===== config.mk =====
export PLATFORM = sky130hd
export DESIGN_NAME = gesr_ctrl
export DESIGN_NICKNAME = d
export VERILOG_FILES = /design/src/rtl/gesr_pkg.sv /design/src/rtl/gesr_ctrl.sv
export SDC_FILE = /design/constraint.sdc
export NUM_CORES = 1
export LEC_CHECK = 0
export BUFFER_PORTS_ARGS = -buffer_cell sky130_fd_sc_hd__buf_2
export CORE_UTILIZATION = 48
export DETAILED_ROUTE_END_ITERATION = 16
export PLACE_DENSITY = 0.86
export SLEW_MARGIN = 20
export SYNTH_ARGS = -nofsm -noshare
export SYNTH_HDL_FRONTEND = slang
export SYNTH_SLANG_ARGS = --single-unit

===== constraint.sdc =====
create_clock -name clock -period 2.57 [get_ports clock]
set_clock_uncertainty 0.05 [all_clocks]
set_input_delay 0.1285 -clock clock [delete_from_list [all_inputs] [get_ports clock]]
set_output_delay 0.1285 -clock clock [all_outputs]
set_load 0.005 [all_outputs]

===== src/rtl/gesr_pkg.sv =====
// Shared constants, codes and controller/datapath interface types for the
// graph edge store reachability unit. No dependencies.
package gesr_pkg;

   localparam int NODE_COUNT    = 64;
   localparam int EDGE_CAPACITY = 256;
   localparam int NODE_W        = $clog2(NODE_COUNT);
   localparam int EDGE_W        = $clog2(EDGE_CAPACITY);
   localparam int LINK_W        = $clog2(EDGE_CAPACITY + 1);
   localparam int SP_W          = $clog2(NODE_COUNT + 1);

   // end-of-list marker in head pointers and next links
   localparam logic [LINK_W-1:0] LIST_END = LINK_W'(EDGE_CAPACITY);

   typedef enum logic [1:0] {
      OP_ADD    = 2'd0,
      OP_DELETE = 2'd1,
      OP_QUERY  = 2'd2,
      OP_NONE   = 2'd3
   } op_type;

   typedef enum logic [1:0] {
      STATUS_DONE  = 2'd0,
      STATUS_FULL  = 2'd1,
      STATUS_EMPTY = 2'd2
   } status_type;

   typedef struct packed {
      logic       capture;          // latch source/target of an accepted transfer
      logic       head_from_stack;  // head read address from popped node, else source
      logic       edge_rd_del;      // edge read address is the newest edge
      logic       link_from_head;   // current link from head read, else next link
      logic       add_write;
      logic       del_write;
      logic       q_init;
      logic       pop;
      logic       visit;
      logic       rsp_load;
      logic       rsp_reach;
      status_type rsp_status;
   } cmd_type;

   typedef struct packed {
      logic full;
      logic empty;
      logic sp_zero;
      logic link_ok;
      logic hit;
   } sts_type;

endpackage


===== src/rtl/gesr_ctrl.sv =====
// Controller state machine: sequences add, delete and the depth-first walk,
// owns the request/result handshake. Depends on gesr_pkg.
module gesr_ctrl import gesr_pkg::*; (
   input  logic       clock,
   input  logic       reset,
   input  logic       req_tvalid,
   output logic       req_tready,
   input  logic [1:0] req_op,
   output logic       rsp_tvalid,
   input  logic       rsp_tready,
   input  sts_type    sts,
   output cmd_type    cmd
);

   typedef enum logic [10:0] {
      S_IDLE   = 11'b000_0000_0001,
      S_ADD_RD = 11'b000_0000_0010,
      S_ADD_WR = 11'b000_0000_0100,
      S_DEL_RD = 11'b000_0000_1000,
      S_DEL_WR = 11'b000_0001_0000,
      S_Q_INIT = 11'b000_0010_0000,
      S_Q_POP  = 11'b000_0100_0000,
      S_Q_HEAD = 11'b000_1000_0000,
      S_Q_LINK = 11'b001_0000_0000,
      S_Q_EDGE = 11'b010_0000_0000,
      S_FINISH = 11'b100_0000_0000
   } state_type;

   state_type  state_ff, state_in;
   logic       rsp_valid_ff, rsp_valid_in;
   logic       reach_ff, reach_in;
   status_type status_ff, status_in;

   always_comb begin
      cmd          = '0;
      state_in     = state_ff;
      reach_in     = reach_ff;
      status_in    = status_ff;
      rsp_valid_in = rsp_valid_ff & ~rsp_tready;

      unique case (state_ff)
         S_IDLE: begin
            if (req_tvalid) begin
               cmd.capture = 1'b1;
               reach_in    = 1'b0;
               status_in   = STATUS_DONE;
               unique case (op_type'(req_op))
                  OP_ADD: begin
                     if (sts.full) begin
                        status_in = STATUS_FULL;
                        state_in  = S_FINISH;
                     end else begin
                        state_in = S_ADD_RD;
                     end
                  end
                  OP_DELETE: begin
                     if (sts.empty) begin
                        status_in = STATUS_EMPTY;
                        state_in  = S_FINISH;
                     end else begin
                        state_in = S_DEL_RD;
                     end
                  end
                  OP_QUERY: state_in = S_Q_INIT;
                  default:  state_in = S_FINISH;
               endcase
            end
         end
         S_ADD_RD: state_in = S_ADD_WR;
         S_ADD_WR: begin
            cmd.add_write = 1'b1;
            state_in      = S_FINISH;
         end
         S_DEL_RD: begin
            cmd.edge_rd_del = 1'b1;
            state_in        = S_DEL_WR;
         end
         S_DEL_WR: begin
            cmd.del_write = 1'b1;
            state_in      = S_FINISH;
         end
         S_Q_INIT: begin
            cmd.q_init = 1'b1;
            state_in   = S_Q_POP;
         end
         S_Q_POP: begin
            if (sts.sp_zero) begin
               state_in = S_FINISH;
            end else begin
               cmd.pop  = 1'b1;
               state_in = S_Q_HEAD;
            end
         end
         S_Q_HEAD: begin
            cmd.head_from_stack = 1'b1;
            state_in            = S_Q_LINK;
         end
         S_Q_LINK: begin
            cmd.link_from_head = 1'b1;
            state_in           = sts.link_ok ? S_Q_EDGE : S_Q_POP;
         end
         S_Q_EDGE: begin
            if (sts.hit) begin
               reach_in = 1'b1;
               state_in = S_FINISH;
            end else begin
               cmd.visit = 1'b1;
               state_in  = sts.link_ok ? S_Q_EDGE : S_Q_POP;
            end
         end
         S_FINISH: begin
            if (!rsp_valid_ff || rsp_tready) begin
               cmd.rsp_load = 1'b1;
               rsp_valid_in = 1'b1;
               state_in     = S_IDLE;
            end
         end
         default: state_in = S_IDLE;
      endcase

      cmd.rsp_reach  = reach_ff;
      cmd.rsp_status = status_ff;
   end

   always_ff @(posedge clock) begin
      if (reset) begin
         state_ff     <= S_IDLE;
         rsp_valid_ff <= 1'b0;
      end else begin
         state_ff     <= state_in;
         rsp_valid_ff <= rsp_valid_in;
      end
   end

   always_ff @(posedge clock) begin
      reach_ff  <= reach_in;
      status_ff <= status_in;
   end

   assign req_tready = (state_ff == S_IDLE);
   assign rsp_tvalid = rsp_valid_ff;

endmodule


==> flow_summary_export.csv, run 1 <==
group,metric,value,unit
status,outcome,"completed",
global_route,first_global_vias,798,
synth,ys_warn_count,0,
pwr,power_density,536,nW/um^2
floorplan,dieHeight,43.2,um
clocking,cts.sinks,15,
pwr,p_sw_share,30.3,%
floorplan,core,1540,sq um
timing,hold_viol,0,
layout,stdcell_area,1010,sq um
layout,final_common_cell,"buf_2",
clocking,clockBufferDepth,2,
clocking,clkTransAtPathRegs,0.09,ns
place,post_dp_cell_area,943,sq um
setup_path,crit_path_end_kind,"output pin",
pwr,p_switching,0.164,mW
detailed_routing,viasPerCell,6.06,
synth,ys.flop_type,"dfxtp_1",
setup_path,crit_path_max_fanout,6,
floorplan,dieArea,1870,sq um
pwr,clockPowerShare,25.8,%
clocking,cts_tree,"yes",
timing,fin_crit,2.46,ns
timing,finalWorstSetupSlack,0.107,ns
layout,area_growth,23.8,%
detailed_routing,drc,0,
setup_path,setup.worst_path.start_class,"flop",
timing,drv_slew,0,
synth,synth_edf_count,3,
setup_path,path_class,"flop to output pin",
setup_path,cp.arrival,2.28,ns
synth,synth_nets,103,
timing,tightest_slew,0.503,ns
floorplan,initial_core_util,52.8,%
global_route,grt_max_degree,10,
global_route,antenna_found_initial,0,
floorplan,die_w,43.2,um
timing,relSlewSlack,66.1,%
clocking,cts_made_buffers,3,
clocking,cts_setup_buffers,0,
setup_path,worstPathRequired,2.39,ns
global_route,globalRouteOverflowTotal,0,
floorplan,io_pins,26,
layout,diodes,0,
clocking,cts_max_level,1,
pwr,pwr-share-seq,49.6,%
detailed_routing,drt.antenna.violating_nets,0,
clocking,insertion_delay,0.29,ns
layout,layout-drive-gt1-share,31.4,%
synth,ys_seq_elements,15,
timing,rsz0062_at_grt,"no",
layout,fin_nets,133,
timing,setup_viol,0,
global_route,grtUsageTotal,24.7,%
pwr,p_int,0.377,mW
synth,ys_types,35,
timing,finalCritPeriodShare,95.8,%
min_path,hold_class,"primary input to flop",
flow_run,maxCapViolations,0,
timing,fin_tns_setup,0,ns
synth,async_reset_ff_share,0,%
detailed_routing,wl_per_cell,14.6,um
detailed_routing,vias,830,
global_route,grt_first_pass_wirelength,3.46,mm
place,place_hpwl,1.54,mm
clocking,root_buffer,"clkbuf_4",
place,globalplace.congestion,0.902,
pwr,comb_power_share,24.6,%
synth,seq_area_frac_synth,40.6,%
floorplan,core.rowCount,14,
synth,syn-instance-count,92,
pwr,p_leak,0.451,nW
timing,fmax,0.406,GHz
place,place_ws,0.273,ns
pwr,irDropWorstVdd,0.000275,V
detailed_routing,first_pass_iters,4,
detailed_routing,routed_wl,2.01,mm
synth,avgSynthCellArea,8.85,sq um
detailed_routing,drtIter0Drc,20,
place,numPortBuffers,25,
layout,layout_common_cells,"buf_2, nor2_1, dfxtp_1",
synth,syn_area,815,sq um
[sequential cells by signal (all words and copies together), names as in the netlist]
name	count
state_ff	11
status_ff	2
reach_ff	1
rsp_tvalid	1
[worst max-delay path: stages (launching register included)]
cell and delay [ns]:
dfxtp_1 0.37, or4_4 0.59, or3_4 0.42, or3_4 0.40
nor2_1 0.10, buf_2 0.12
[cell usage after synthesis (all sizes together) (2+ instances only)]
master  instances  area, sq um
and4b           2         20.0
o21a            2         15.0
nor3b           3         22.5
and2            2         12.5
and3            3         18.8
nor3            8         40.0
inv             4         15.0
nor4            4         25.0
or4b            2         20.0
dfxtp          12          240
nand2b          4         25.0
a31oi           2         12.5
nor4b           2         17.5
or3             4         35.0
buf             2         12.5
edfxtp          3         90.1
nor2           13         48.8
o21ai           2         10.0
or4             3         22.5
a21oi           2         10.0
[power groups by stage]
stage	Clock [mW]	Combinational [mW]	Sequential, mW
after floorplan	0	0.0871	0.271
after global placement	0	0.121	0.272
after detailed placement	0	0.124	0.273
after CTS	0.138	0.128	0.267
after global routing	0.154	0.147	0.270
final	0.140	0.133	0.268
[final cells by class]
| class | count | area (sq um) |
|---|---|---|
| clock inverters | 1 | 5.00 |
| well taps | 16 | 20.0 |
| flip-flops and latches | 15 | 330 |
| clock buffers | 3 | 22.5 |
| repair buffers | 28 | 155 |
| inverters | 4 | 15.0 |
| multi-input cells | 70 | 460 |
| fillers | 131 | 533 |
[final timing paths]
path	startpoint	end	slack, ns	cells after the start
setup / recovery	state_ff[0]	cmd[5]	0.11	5
hold / removal	req_op[1]	state_ff[1]	0.04	2
setup reg to reg	state_ff[1]	state_ff[1]	0.32	4
hold reg to reg	state_ff[5]	state_ff[8]	0.52	1
[metal layers]
layer  track usage, %  share of wire (%)
met1             30.6                 45
met2             39.7                 46
met3             5.96                6.8
met4             11.5                1.8
met5                0                  0
[metrics by stage]
step | utilization, % | hold WS, ns | std cells | total power [mW]
2_1_floorplan | - | 0.148 | 92 | 0.358
3_3_place_gp | 61.2 | 0.274 | 130 | 0.393
3_5_place_dp | 61.2 | 0.281 | 130 | 0.397
4_1_cts | 64.9 | 0.0295 | 137 | 0.534
5_1_grt | 65.4 | 0.0338 | 137 | 0.571
6_report | 65.4 | 0.0389 | 137 | 0.541
[repair_timing]
action                     CTS  global route
hold endpoints to repair     3             0
resized for setup            0             2
hold buffers                 3             0
setup endpoints to repair    0             2
[logic make-up (layout without fill, tap and decap cells)]
| logic type | Yosys count | count (layout) | share of synthesized area (%) |
|---|---|---|---|
| simple gates | 56 | 56 | 42.7 |
| flops | 15 | 15 | 40.6 |
| xor+xnor | 1 | 1 | 1.08 |
| compound gates | 13 | 13 | 11.8 |
| buf+inv | 7 | 36 | 3.84 |
Note: power is estimated with default switching activity, not from simulation.
==> run 2, diff against run 1 <==
--- a/config.mk
+++ b/config.mk
@@ -9,6 +9,7 @@
 export CORE_UTILIZATION = 48
 export DETAILED_ROUTE_END_ITERATION = 16
 export PLACE_DENSITY = 0.86
+export SKIP_LAST_GASP = 1
 export SLEW_MARGIN = 20
 export SYNTH_ARGS = -nofsm -noshare
 export SYNTH_HDL_FRONTEND = slang
==> constraint.sdc (replaced) <==
create_clock -name clock -period 2.57 [get_ports clock]
set_clock_uncertainty 0.05 [all_clocks]
set_input_delay 0.3855 -clock clock [delete_from_list [all_inputs] [get_ports clock]]
set_output_delay 0.3855 -clock clock [all_outputs]
set_load 0.005 [all_outputs]
==> run 2 against run 1 <==
Effect of this change: highest routed layer unchanged; hold slack better by 0.17 ns; utilization up 1.4 points; via count up 2.8%; largest power group unchanged; critical path type unchanged; the flow now finishes with violations (setup timing).
==> flow_summary_export.csv, run 2 (synthesis results as in run 1) <==
group,metric,value,unit
status,outcome,"finished with violations",
status,violations,"setup timing",
detailed_routing,wl_per_cell,14.8,um
pwr,irDropWorstVdd,0.000332,V
timing,hold_viol,0,
global_route,first_global_vias,773,
floorplan,initial_core_util,52.8,%
layout,regMostFlops,"state_ff",
layout,area_growth,26.4,%
timing,relSlewSlack,67.8,%
timing,finalWorstSetupSlack,-0.00325,ns
clocking,cts.sinks,15,
layout,layout_common_cells,"buf_2, nor2_1, dfxtp_1",
setup_path,worstPathRequired,2.13,ns
global_route,grtUsageTotal,24.7,%
setup_path,path_class,"flop to output pin",
layout,stdcell_area,1030,sq um
setup_path,crit_start,"state_ff[1]",
pwr,power_density,545,nW/um^2
detailed_routing,vias,853,
floorplan,core,1540,sq um
global_route,antenna_found_initial,0,
pwr,p_leak,0.458,nW
timing,setup_viol,1,
setup_path,reg2reg_depth,5,
min_path,hp-start,"sts[4]",
setup_path,reg2reg_to,"reach_ff",
layout,layout-drive-gt1-share,38.5,%
setup_path,crit_path_max_fanout,7,
clocking,insertion_delay,0.29,ns
setup_path,cp.arrival,2.14,ns
timing,hold_slack,0.212,ns
clocking,root_buffer,"clkbuf_4",
setup_path,cp_num_cells,5,
place,dpl.cell_count,132,
flow_run,maxCapViolations,0,
setup_path,slowest_delay,0.51,ns
clocking,ctsHoldBuffers,0,
detailed_routing,viasPerCell,6.18,
floorplan,io_pins,26,
setup_path,setup.worst_path.start_class,"flop",
layout,diodes,0,
place,post_dp_cell_area,958,sq um
setup_path,rrSetupSlack,0.39,ns
place,place_hpwl,1.46,mm
setup_path,path_common_cell,"or3_4",
clocking,cts_tree,"yes",
global_route,globalRouteOverflowTotal,0,
floorplan,dieHeight,43.2,um
clocking,cts_max_level,1,
timing,drv_slew,0,
setup_path,reg2reg_from,"state_ff[1]",
timing,fmax,0.389,GHz
layout,top_regs,"state_ff (11), status_ff (2)",
setup_path,cp_cell_sequence,"or4_4 -> or3_4 -> or3_4 -> nor2_1 -> buf_2",
setup_path,path_buf_inv,1,
detailed_routing,drc,0,
timing,tightest_slew,0.479,ns
timing,finalCritPeriodShare,100,%
detailed_routing,drtIter0Drc,36,
layout,final_common_cell,"buf_2",
place,globalplace.congestion,0.859,
global_route,grt_first_pass_wirelength,3.31,mm
floorplan,core.rowCount,14,
clocking,cts_made_buffers,3,
clocking,clkTransAtPathRegs,0.08,ns
layout,fin_nets,134,
place,numPortBuffers,25,
timing,rsz0062_at_grt,"yes",
min_path,hold_class,"primary input to flop",
clocking,clockBufferDepth,2,
layout,largest_reg_flops,11,
detailed_routing,routed_wl,2.05,mm
floorplan,die_w,43.2,um
layout,fill_cells,128,
setup_path,critical_path.top_delay_family,"simple AND/OR/NAND/NOR gates",
setup_path,crit_path_end_kind,"output pin",
detailed_routing,drt.antenna.violating_nets,0,
timing,fin_crit,2.57,ns
layout,stdcell_count,138,
global_route,grt_max_degree,9,
floorplan,dieArea,1870,sq um
setup_path,setup.worst_path.end,"cmd[5]",
setup_path,cpMaxStageDelayCell,"or4_4",
detailed_routing,first_pass_iters,4,
==> run 2: final cells by class <==
type / count / area [sq um] / area share, %
Inverter: 4 / 15.0 / 1.46
Clock buffer: 4 / 26.3 / 2.55
Multi-Input combinational cell: 70 / 478 / 46.4
Sequential cell: 15 / 335 / 32.6
Tap cell: 16 / 20.0 / 1.94
Timing Repair Buffer: 29 / 155 / 15.1
==> run 2: worst min-delay path by stage <==
stage | end | slack [ns] | cells after the start
floorplan | rsp_tvalid | 0.40 | 1
global placement | state_ff[8] | 0.47 | 1
detailed placement | state_ff[8] | 0.47 | 1
CTS | state_ff[1] | 0.21 | 2
global route | state_ff[1] | 0.22 | 2
finish | state_ff[1] | 0.21 | 2
==> run 2: worst reg2reg max path: cells and delay by family (launching register included) <==
kind | cells | cell delay (ns)
AND/OR/NAND/NOR | 4 | 1.34
flip-flops | 1 | 0.37
buffers and inverters | 1 | 0.12
==> run 2: where the power goes <==
part           internal [mW]  switching (mW)
Combinational         0.0789          0.0800
Sequential             0.257         0.00845
Clock                 0.0605          0.0769
==> run 2: metrics by stage <==
stage                     util, %  power (mW)  TNS [ns]  worst slack, ns
final                        66.8       0.561  -0.00325         -0.00325
after global routing         66.8       0.590   -0.0650          -0.0602
after CTS                    65.5       0.550   -0.0573          -0.0399
after detailed placement     62.2       0.402         0            0.251
after global placement       62.2       0.399         0            0.256
after floorplan                 -       0.358         0            0.292
==> run 2: layer usage <==
| layer | track usage, % | share of wire, % |
|---|---|---|
| met5 | 0 | 0 |
| met4 | 14.5 | 2.7 |
| met3 | 5.96 | 9.4 |
| met2 | 37.9 | 47 |
| met1 | 31.0 | 41 |
==> run 2: repair_timing <==
action | in CTS | in global routing
setup endpoints to repair | 3 | 4
gates resized for setup | 4 | 5
pin swaps | 1 | 2
buffers inserted | 2 | 0
